<file path="config.mk">
export PLATFORM = sky130hd
export DESIGN_NAME = sorted_unique_key_table_top
export DESIGN_NICKNAME = d
export VERILOG_FILES = /design/src/rtl/suk_pkg.sv /design/src/rtl/sorted_unique_key_table_top.sv /design/src/rtl/suk_cell.sv
export SDC_FILE = /design/constraint.sdc
export NUM_CORES = 2
export LEC_CHECK = 0
export BUFFER_PORTS_ARGS = -buffer_cell sky130_fd_sc_hd__buf_2
export CELL_PAD_IN_SITES_DETAIL_PLACEMENT = 1
export CELL_PAD_IN_SITES_GLOBAL_PLACEMENT = 1
export CORE_MARGIN = 4
export CORE_UTILIZATION = 30
export CTS_BUF_LIST = sky130_fd_sc_hd__clkbuf_2
export CTS_CLUSTER_SIZE = 8
export DETAILED_ROUTE_END_ITERATION = 6
export GPL_TIMING_DRIVEN = 0
export HOLD_SLACK_MARGIN = 0.1
export PLACE_DENSITY = 0.64
export SLEW_MARGIN = 20
export SYNTH_ARGS = -nofsm -noshare
export SYNTH_HDL_FRONTEND = slang
export SYNTH_HIERARCHICAL = 1
export SYNTH_SLANG_ARGS = --single-unit
</file>
<file path="constraint.sdc">
create_clock -name clk -period 8.8 [get_ports clk]
set_clock_uncertainty 0.15 [all_clocks]
set_input_delay 1.32 -clock clk [delete_from_list [all_inputs] [get_ports clk]]
set_output_delay 1.32 -clock clk [all_outputs]
set_load 0.1 [all_outputs]
</file>
<file path="src/rtl/suk_pkg.sv">
`timescale 1ns / 1ps
// ----------------------------------------------------------------------------
// suk_pkg: shared definitions for the sorted unique-key table
// Field widths, command and status codes, and the cell entry and control types.
// ----------------------------------------------------------------------------
package suk_pkg;

    localparam int TABLE_DEPTH = 16;

    localparam int KEY_W    = 16;
    localparam int YEAR_W   = 12;
    localparam int TITLE_W  = 32;
    localparam int CMD_W    = 2;
    localparam int STATUS_W = 3;
    localparam int TOTAL_W  = 5;

    typedef enum logic [CMD_W-1:0] {
        CMD_INSERT = 2'd0,
        CMD_REMOVE = 2'd1,
        CMD_LOOKUP = 2'd2
    } cmd_t;

    typedef enum logic [STATUS_W-1:0] {
        STAT_OK      = 3'd0,
        STAT_DUP     = 3'd1,
        STAT_FULL    = 3'd2,
        STAT_MISSING = 3'd3,
        STAT_EMPTY   = 3'd4
    } status_t;

    // Action broadcast to every cell in the execute cycle.
    typedef enum logic [1:0] {
        OP_HOLD   = 2'd0,
        OP_INSERT = 2'd1,
        OP_REMOVE = 2'd2
    } op_t;

    typedef struct packed {
        logic [KEY_W-1:0]   key;
        logic [YEAR_W-1:0]  year;
        logic [TITLE_W-1:0] title;
    } entry_t;

    typedef struct packed {
        op_t    op;
        entry_t ent;
    } cell_ctrl_t;

endpackage

</file>
<file path="src/rtl/sorted_unique_key_table_top.sv">
`timescale 1ns / 1ps
// ----------------------------------------------------------------------------
// sorted_unique_key_table_top: bounded table sorted by year, unique keys
// Insert, remove by key and lookup by key over a row of shifting cells.
// ----------------------------------------------------------------------------
//  Channel   Direction  Payload
//  s_*       in         tuser: cmd[1:0]; tdata: key_id, sort_year, title_handle
//  m_*       out        tuser: status[2:0]; tdata: found_year, found_title,
//                       entry_total
//
//  In the accept cycle every cell compares its key and registers a hit; in
//  the execute state, once any waiting result is taken, the cells shift with
//  their neighbors and the result is loaded into the output register.
//  Reset empties the table at once; there is no clearing pass.
//  A result waiting on m_tready stalls only the execute cycle of the next
//  transaction, which is already accepted.
// ----------------------------------------------------------------------------
module sorted_unique_key_table_top #(
    parameter int TABLE_DEPTH = suk_pkg::TABLE_DEPTH
) (
    input  logic        clk,
    input  logic        rst_n,
    input  logic        s_tvalid,
    output logic        s_tready,
    input  logic [63:0] s_tdata,   // key_id[15:0], sort_year[27:16], title_handle[59:28]
    input  logic [1:0]  s_tuser,   // cmd[1:0]
    output logic        m_tvalid,
    input  logic        m_tready,
    output logic [55:0] m_tdata,   // found_year[11:0], found_title[43:12], entry_total[48:44]
    output logic [2:0]  m_tuser    // status[2:0]
);

    localparam int IDX_W = $clog2(TABLE_DEPTH);
    localparam int CNT_W = $clog2(TABLE_DEPTH + 1);

    typedef enum logic [1:0] {
        ST_IDLE = 2'b01,
        ST_EXEC = 2'b10
    } state_t;

    state_t                          state_reg, state_next;
    logic [CNT_W-1:0]                count_reg, count_next;
    logic [suk_pkg::CMD_W-1:0]       cmd_reg;
    suk_pkg::entry_t                 op_ent_reg;
    logic                            out_valid_reg, out_valid_next;
    suk_pkg::status_t                status_reg, status_next;
    logic [suk_pkg::YEAR_W-1:0]      fyear_reg, fyear_next;
    logic [suk_pkg::TITLE_W-1:0]     ftitle_reg, ftitle_next;
    logic [suk_pkg::TOTAL_W-1:0]     total_reg;

    logic                            in_accept;
    logic                            fire;
    suk_pkg::cell_ctrl_t             ctrl;
    suk_pkg::entry_t                 cell_ent [TABLE_DEPTH];
    logic [TABLE_DEPTH-1:0]          cell_ge;
    logic [TABLE_DEPTH-1:0]          cell_hit;
    logic [IDX_W-1:0]                hit_idx;
    logic                            any_hit;
    logic [suk_pkg::YEAR_W-1:0]      hit_year;
    logic [suk_pkg::TITLE_W-1:0]     hit_title;
    logic                            table_full;
    logic                            table_empty;

    assign s_tready  = (state_reg == ST_IDLE);
    assign in_accept = s_tvalid && s_tready;
    assign fire      = (state_reg == ST_EXEC) && (!out_valid_reg || m_tready);

    assign table_full  = (count_reg == CNT_W'(TABLE_DEPTH));
    assign table_empty = (count_reg == '0);

    // Keys are unique, so at most one hit bit is set and OR-ing the masked
    // indexes and payloads yields the hit entry.
    always_comb
    begin
        hit_idx   = '0;
        hit_year  = '0;
        hit_title = '0;
        for (int i = 0; i < TABLE_DEPTH; i++)
        begin
            if (cell_hit[i])
            begin
                hit_idx   = hit_idx | IDX_W'(i);
                hit_year  = hit_year | cell_ent[i].year;
                hit_title = hit_title | cell_ent[i].title;
            end
        end
    end

    assign any_hit = |cell_hit;

    always_comb
    begin
        ctrl.ent    = op_ent_reg;
        ctrl.op     = suk_pkg::OP_HOLD;
        status_next = suk_pkg::STAT_OK;
        fyear_next  = '0;
        ftitle_next = '0;
        count_next  = count_reg;
        case (cmd_reg)
            suk_pkg::CMD_INSERT:
            begin
                if (any_hit)
                begin
                    status_next = suk_pkg::STAT_DUP;
                end
                else if (table_full)
                begin
                    status_next = suk_pkg::STAT_FULL;
                end
                else
                begin
                    ctrl.op    = suk_pkg::OP_INSERT;
                    count_next = count_reg + CNT_W'(1);
                end
            end
            suk_pkg::CMD_REMOVE:
            begin
                if (table_empty)
                begin
                    status_next = suk_pkg::STAT_EMPTY;
                end
                else if (!any_hit)
                begin
                    status_next = suk_pkg::STAT_MISSING;
                end
                else
                begin
                    ctrl.op    = suk_pkg::OP_REMOVE;
                    count_next = count_reg - CNT_W'(1);
                end
            end
            suk_pkg::CMD_LOOKUP:
            begin
                if (any_hit)
                begin
                    fyear_next  = hit_year;
                    ftitle_next = hit_title;
                end
                else
                begin
                    status_next = suk_pkg::STAT_MISSING;
                end
            end
            default:
            begin
                status_next = suk_pkg::STAT_OK;
            end
        endcase
        if (!fire)
        begin
            ctrl.op    = suk_pkg::OP_HOLD;
            count_next = count_reg;
        end
    end

    always_comb
    begin
        state_next = state_reg;
        case (state_reg)
            ST_IDLE:
            begin
                if (in_accept)
                begin
                    state_next = ST_EXEC;
                end
            end
            ST_EXEC:
            begin
                if (fire)
                begin
                    state_next = ST_IDLE;
                end
            end
            default:
            begin
                state_next = ST_IDLE;
            end
        endcase
    end

    always_comb
    begin
        out_valid_next = out_valid_reg;
        if (fire)
        begin
            out_valid_next = 1'b1;
        end
        else if (m_tready)
        begin
            out_valid_next = 1'b0;
        end
    end

    genvar g;
    generate
        for (g = 0; g < TABLE_DEPTH; g++)
        begin : g_cell
            suk_pkg::entry_t left_ent;
            logic            left_ge;
            suk_pkg::entry_t right_ent;

            if (g == 0)
            begin : g_first
                assign left_ent = op_ent_reg;
                assign left_ge  = 1'b0;
            end
            else
            begin : g_mid
                assign left_ent = cell_ent[g-1];
                assign left_ge  = cell_ge[g-1];
            end

            if (g == TABLE_DEPTH - 1)
            begin : g_last
                assign right_ent = cell_ent[g];
            end
            else
            begin : g_inner
                assign right_ent = cell_ent[g+1];
            end

            suk_cell #(
                .TABLE_DEPTH (TABLE_DEPTH),
                .CELL_IDX    (g)
            ) u_cell (
                .clk       (clk),
                .rst_n     (rst_n),
                .count     (count_reg),
                .hit_load  (in_accept),
                .cmp_key   (s_tdata[15:0]),
                .hit_idx   (hit_idx),
                .ctrl      (ctrl),
                .left_ent  (left_ent),
                .left_ge   (left_ge),
                .right_ent (right_ent),
                .ent       (cell_ent[g]),
                .ge        (cell_ge[g]),
                .hit       (cell_hit[g])
            );
        end
    endgenerate

    always_ff @(posedge clk or negedge rst_n)
    begin
        if (!rst_n)
        begin
            state_reg     <= ST_IDLE;
            count_reg     <= '0;
            out_valid_reg <= 1'b0;
        end
        else
        begin
            state_reg     <= state_next;
            count_reg     <= count_next;
            out_valid_reg <= out_valid_next;
        end
    end

    always_ff @(posedge clk)
    begin
        if (in_accept)
        begin
            cmd_reg          <= s_tuser;
            op_ent_reg.key   <= s_tdata[15:0];
            op_ent_reg.year  <= s_tdata[27:16];
            op_ent_reg.title <= s_tdata[59:28];
        end
        if (fire)
        begin
            status_reg <= status_next;
            fyear_reg  <= fyear_next;
            ftitle_reg <= ftitle_next;
            total_reg  <= suk_pkg::TOTAL_W'(count_next);
        end
    end

    assign m_tvalid = out_valid_reg;
    assign m_tuser  = status_reg;
    assign m_tdata  = {7'd0, total_reg, ftitle_reg, fyear_reg};

`ifndef SYNTHESIS
    a_count_bound: assert property (@(posedge clk) disable iff (!rst_n)
        count_reg <= CNT_W'(TABLE_DEPTH))
        else $error("entry count exceeds table depth");

    a_single_hit: assert property (@(posedge clk) disable iff (!rst_n)
        (state_reg == ST_EXEC) |-> $onehot0(cell_hit))
        else $error("more than one cell matched the key");

    a_refused_keeps_count: assert property (@(posedge clk) disable iff (!rst_n)
        (fire && (status_next != suk_pkg::STAT_OK)) |=> $stable(count_reg))
        else $error("refused transaction changed the entry count");

    a_insert_grows: assert property (@(posedge clk) disable iff (!rst_n)
        (fire && (ctrl.op == suk_pkg::OP_INSERT))
        |=> (count_reg == $past(count_reg) + CNT_W'(1)))
        else $error("accepted insert did not add one entry");
`endif

endmodule

</file>
<file path="src/rtl/suk_cell.sv">
`timescale 1ns / 1ps
// ----------------------------------------------------------------------------
// suk_cell: one slot of the sorted table
// Holds one entry, flags a key hit, and shifts with its neighbors on an
// insert or a remove.
// ----------------------------------------------------------------------------
module suk_cell #(
    parameter int TABLE_DEPTH = suk_pkg::TABLE_DEPTH,
    parameter int CELL_IDX    = 0
) (
    input  logic                               clk,
    input  logic                               rst_n,
    input  logic [$clog2(TABLE_DEPTH+1)-1:0]   count,
    input  logic                               hit_load,
    input  logic [suk_pkg::KEY_W-1:0]          cmp_key,
    input  logic [$clog2(TABLE_DEPTH)-1:0]     hit_idx,
    input  suk_pkg::cell_ctrl_t                ctrl,
    input  suk_pkg::entry_t                    left_ent,
    input  logic                               left_ge,
    input  suk_pkg::entry_t                    right_ent,
    output suk_pkg::entry_t                    ent,
    output logic                               ge,
    output logic                               hit
);

    localparam int IDX_W = $clog2(TABLE_DEPTH);
    localparam int CNT_W = $clog2(TABLE_DEPTH + 1);

    suk_pkg::entry_t ent_reg;
    suk_pkg::entry_t ent_next;
    logic            hit_reg;
    logic            hit_next;
    logic            occupied;

    assign occupied = CNT_W'(CELL_IDX) < count;

    // An empty slot counts as "greater or equal" so the first empty slot
    // after the last smaller year takes the new entry.
    assign ge  = !occupied || (ent_reg.year >= ctrl.ent.year);
    assign ent = ent_reg;
    assign hit = hit_reg;

    always_comb
    begin
        hit_next = hit_reg;
        if (hit_load)
        begin
            hit_next = occupied && (ent_reg.key == cmp_key);
        end
    end

    always_comb
    begin
        ent_next = ent_reg;
        case (ctrl.op)
            suk_pkg::OP_INSERT:
            begin
                if (ge && !left_ge)
                begin
                    ent_next = ctrl.ent;
                end
                else if (ge)
                begin
                    ent_next = left_ent;
                end
            end
            suk_pkg::OP_REMOVE:
            begin
                if (IDX_W'(CELL_IDX) >= hit_idx)
                begin
                    ent_next = right_ent;
                end
            end
            default:
            begin
                ent_next = ent_reg;
            end
        endcase
    end

    always_ff @(posedge clk or negedge rst_n)
    begin
        if (!rst_n)
        begin
            hit_reg <= 1'b0;
        end
        else
        begin
            hit_reg <= hit_next;
        end
    end

    always_ff @(posedge clk)
    begin
        ent_reg <= ent_next;
    end

endmodule
</file>
# [Word level (Yosys, flattened, before mapping)]
# Index checks and enable logic that the tools add are counted.
[totals] reg_bits=1098 inputBits=70 out_inout_bits=61 wordCells=445
[op_classes] addsub=2 magnitude_cmp=47 n_eq_ne=55 n_mux=130 bitwise=30 n_reduce_logical=106
[op_table] op="$mux W60" count=46
[op_table] op="$pmux W60 S2" count=15
[op_table] op="$mux W32" count=16
[op_table] op="$or A32 B32 Y32" count=15
[op_table] op="$eq A16 B16 Y1" count=16
[op_table] op="$ge A12 B12 Y1" count=16
[op_table] op="$mux W12" count=16
[op_table] op="$or A12 B12 Y12" count=15
[op_table] op="$reduce_and A3 Y1" count=15
[op_table] op="$ne A3 B1 Y1 const B" count=14
[op_table] op="$lt A4 B5 Y1 const A" count=8
[op_table] op="$ne A2 B1 Y1 const B" count=17
[op_table] op="$logic_and A1 B1 Y1" count=33
[op_table] op="$logic_not A1 Y1" count=32
[op_table] op="$mux W4" count=8
[op_table] op="$ge A4 B4 Y1 const A" count=7
[op_table] op="$mux W5" count=5
[op_table] op="$lt A3 B5 Y1 const A" count=4
[op_table] op="$mux W2" count=10
[op_table] op="$logic_or A1 B1 Y1" count=17
[op_table] op="$ge A3 B4 Y1 const A" count=4
[op_table] op="$reduce_or A16 Y1" count=1
[op_table] op="$mux W3" count=5
[op_table] op="$lt A1 B5 Y1 const A" count=2
[op_table] op="other kinds (17)" count=33

# [Depth between registers and ports, before layout]
[depth] word_depth=31 mapped_depth=14 ltp_nobuf=11

# [Hierarchy]
# Netlist, hierarchy kept.
[by_module_without_submodules] module="sorted_unique_key_table_top" instances=1 cells_per_inst=729 area_per_inst_um2=8140.3 seq_area_each_um2=3624.7
[by_module_without_submodules] module="suk_cell (g_cell[12].u_cell)" instances=1 cells_per_inst=411 area_per_inst_um2=4016.4 seq_area_each_um2=1826.8
[by_module_without_submodules] module="suk_cell (g_cell[0].u_cell)" instances=1 cells_per_inst=411 area_per_inst_um2=4011.3 seq_area_each_um2=1826.8
[by_module_without_submodules] module="suk_cell (g_cell[14].u_cell)" instances=1 cells_per_inst=409 area_per_inst_um2=4011.3 seq_area_each_um2=1826.8
[by_module_without_submodules] module="suk_cell (g_cell[9].u_cell)" instances=1 cells_per_inst=410 area_per_inst_um2=3938.8 seq_area_each_um2=1826.8
[by_module_without_submodules] module="suk_cell (g_cell[13].u_cell)" instances=1 cells_per_inst=408 area_per_inst_um2=3925.0 seq_area_each_um2=1826.8
[by_module_without_submodules] module="suk_cell (g_cell[5].u_cell)" instances=1 cells_per_inst=334 area_per_inst_um2=3798.6 seq_area_each_um2=1826.8
[by_module_without_submodules] module="suk_cell (g_cell[3].u_cell)" instances=1 cells_per_inst=411 area_per_inst_um2=3758.6 seq_area_each_um2=1826.8
[by_module_without_submodules] module="suk_cell (g_cell[2].u_cell)" instances=1 cells_per_inst=334 area_per_inst_um2=3701.0 seq_area_each_um2=1826.8
[by_module_without_submodules] module="suk_cell (g_cell[6].u_cell)" instances=1 cells_per_inst=334 area_per_inst_um2=3677.3 seq_area_each_um2=1826.8
[by_module_without_submodules] module="suk_cell (g_cell[1].u_cell)" instances=1 cells_per_inst=333 area_per_inst_um2=3672.3 seq_area_each_um2=1826.8
[by_module_without_submodules] module="suk_cell (g_cell[4].u_cell)" instances=1 cells_per_inst=336 area_per_inst_um2=3672.3 seq_area_each_um2=1826.8
[by_module_without_submodules] module="suk_cell (g_cell[15].u_cell)" instances=1 cells_per_inst=334 area_per_inst_um2=3661.0 seq_area_each_um2=1826.8
[by_module_without_submodules] module="suk_cell (g_cell[7].u_cell)" instances=1 cells_per_inst=333 area_per_inst_um2=3658.5 seq_area_each_um2=1826.8
[by_module_without_submodules] module="+3 rows"

# [Worst setup path before layout]
# Ideal clock, no wire load.
[synth_path] path_kind="input-to-reg" startpoint="in m_tready" endpoint="reg g_cell[4].u_cell.ent_reg, in the netlist g_cell[4].u_cell/ent[0] (enable)" setup_time_ns=0.570 arrival_time_ns=8.959 required_ns=8.080 setup_slack_ns=-0.879 cell_stages=7 path_buffers=2 path_cell_list="nor2b_1 or3_4 buf_2 nor3_1 nand2b_1 clkbuf_1 o32ai_1"
[synth_lines] element="from (decl)" line="sorted_unique_key_table_top.sv:28" text="input logic m_tready,"
[synth_lines] element="to (signal assigned)" line="suk_cell.sv:95" text="ent_reg <= ent_next;"
[synth_lines] element="to (decl)" line="suk_cell.sv:29" text="suk_pkg::entry_t ent_reg;"

==> summary.txt <==
CTS
  • CTS Root Cell: clkbuf_2
  • Clock sink total: 1,098
  • Inserted Clock Buffers: 334
  • Clk Latency, worst-skew pair: 1.99 ns
  • CTS tree: built
  • Post-CTS Setup Bufs: 0
  • CTS max path bufs: 4
  • CTS clk-pin slew, worst paths: 0.11 ns
  • H-tree Lvls: 5

Placed design
  • PortBufs: 119
  • GPL Wtd Cong: 0.979
  • Dpl ws: 2.35 ns
  • Detailed placement HPWL: 269,000 um

Timing
  • WHS: 0.337 ns
  • Relative slew slack: 0.0609
  • Tcrit/Tclk final: 0.745
  • # setup viols final: 0
  • RSZ-0062 raised after global routing: no
  • Crit path time final: 6.56 ns
  • Worst Max-Slew Pin Slew: 1.41 ns
  • Hold Fails Final Rpt: 0
  • Max Slew Vio Count: 0
  • Fmax achieved: 152 MHz
  • Final setup margin: 2.24 ns

Setup path
  • Cell repeated most along the worst path: clkbuf_1
  • Reg2Reg Launch Point: g_cell[14].u_cell/hit
  • R2R cell count: 12
  • WP data arrival: 7.98 ns
  • Critical path's top delay family: buffers and inverters
  • Worst Path Max Fanout: 31
  • Worst flop-to-flop path endpoint: g_cell[15].u_cell/ent[38]
  • Worst Setup End Kind: register
  • Crit path largest cell delay: 0.94 ns
  • Slowest cell on crit path: clkbuf_1
  • Worst Path Required: 10.22 ns
  • R2r setup slk: 2.24 ns
  • Cell-by-cell listing of the critical path: buf_2, nor4_4, nand4_2, a2111oi_4, buf_6, buf_4, inv_1, nand2_1, clkbuf_1, clkbuf_1, nand2_4, buf_12
  • WS Path Type: register to register
  • CP Launch Type: register
  • CP bufs+invs: 7

Pwr
  • Int Power: 8350 uW
  • Sw frac: 0.332
  • PD cells: 157 nW/um^2
  • Combinational share of power: 0.177
  • Power Total: 12,500 uW
  • Leakage power: 0.0314 uW
  • Reg power frac: 0.494
  • Worst VDD drop: 103 uV
  • Clock power share: 0.329
  • P_sw: 4140 uW

Hold path
  • Type of the tightest min-delay check: primary input to register
  • Hold_sp: s_tdata[15]
  • Worst Hold End: ctrl[59]
  • Hold path cells: 2

Detailed routing
  • Wire per inst: 35.8 um
  • Iter 0 DRT Violations: 8,913
  • DRT Pass-1 Iters: 6
  • Routed WL: 371,000 um
  • Via count: 63,952
  • Remaining DRCs: 0
  • Routed Antenna Nets: 0
  • Vias per cell: 6.18

Floorplan
  • # IOs: 131
  • Die Y: 485 um
  • Chip width: 485 um
  • Row count: 174
  • Initial core utilization: 0.303
  • Die ar.: 235,000 um^2
  • Core Region: 226,000 um^2

Global route
  • First-pass GRT wire length: 504,000 um
  • GRT Util Overall: 0.302
  • Largest net degree at the start of global routing: 41
  • GRT overflow: 0
  • Number of global-route vias before repair: 62,889
  • Antenna violations before repair: 30

Cells and area
  • Final core occ: 0.352
  • Synth-to-Final Area Change: 16.2%
  • Max FFs per register: 960
  • Filler instances: 25,347
  • Final Net Count: 7,370
  • Layout cell share with drive strength beyond 1: 0.158

Synth
  • Mapped Cells: 6,412
  • Mean post-synth cell area: 10.7 um^2
  • Post-Syn Area: 68,300 um^2
  • YS warnings: 6

Outcome
  • Status: complete, no violations

Run
  • MaxCap Viol Count: 0
cells in the final DEF, fill, tap and decap left out, types with 83 or more instances in the layout:
cell type / n
nand2_1: 245
buf_6: 83
a221oi_1: 132
nand3_1: 89
a21oi_1: 832
xor2_1: 116
ha_1: 194
clkbuf_2: 552
a22o_1: 135
a221o_1: 361
inv_1: 215
xnor2_1: 143
dlygate4sd3_1: 121
clkbuf_1: 210
buf_2: 163
nor2_1: 996
a22oi_1: 90
and2_1: 123
a31oi_1: 120
mux2i_1: 480
edfxtp_1: 1074
final cells by class:
| class | instances | area (um^2) | area share |
|---|---|---|---|
| Tap cell | 2992 | 3740 | 0.0471 |
| Sequential cell | 1098 | 32900 | 0.414 |
| Inverter | 217 | 817 | 0.0103 |
| Antenna cell | 23 | 57.6 | 0.000725 |
| Buffer | 500 | 3670 | 0.0463 |
| Timing Repair Buffer | 351 | 4060 | 0.0512 |
| Clock inverter | 75 | 377 | 0.00474 |
| Multi-Input combinational cell | 4604 | 31400 | 0.395 |
| Clock buffer | 488 | 2440 | 0.0308 |
stage by stage:
stage	TNS, ns	instances	area [um^2]
floorplan	0	6419	68400
global placement	-3693.49	9530	72700
detailed placement	0	9641	75300
CTS	0	10325	79300
global route	0	10332	79400
finish	0	10348	79400
routing by layer:
| metal | up-vias | track usage | share of wire |
|---|---|---|---|
| met3 | 1090 | 0.0898 | 0.11 |
| met5 | - | 0.00633 | 0.00076 |
| met1 | 32395 | 0.382 | 0.39 |
| li1 | 26007 | - | - |
| met4 | 12 | 0.212 | 0.081 |
| met2 | 4448 | 0.438 | 0.42 |
power by group through the flow:
stage / clock, uW / sequential [uW] / combinational [uW]
final: 4120 / 6170 / 2210
after global routing: 4480 / 6180 / 2310
after CTS: 4200 / 6160 / 2150
after detailed placement: 0 / 6280 / 2100
after global placement: 0 / 6340 / 1920
after floorplan: 0 / 6230 / 1350
how the worst max path moves through the flow:
stage,depth (start not counted),end,start
5_1_grt,14,g_cell[13].u_cell/ent[18],count_reg[1]
4_1_cts,14,g_cell[13].u_cell/ent[38],g_cell[14].u_cell/hit
2_1_floorplan,7,g_cell[4].u_cell/ent[0],m_tready
6_report,12,g_cell[15].u_cell/ent[38],g_cell[14].u_cell/hit
3_5_place_dp,12,g_cell[15].u_cell/ent[11],m_tready
3_3_place_gp,8,g_cell[4].u_cell/ent[15],m_tready
timing repair:
action                                 in CTS  in global routing
gates resized for setup                     0                  0
endpoints found under the hold margin     206                  0
hold buffers                              121                  0
Power figures use the tool's default switching activity.
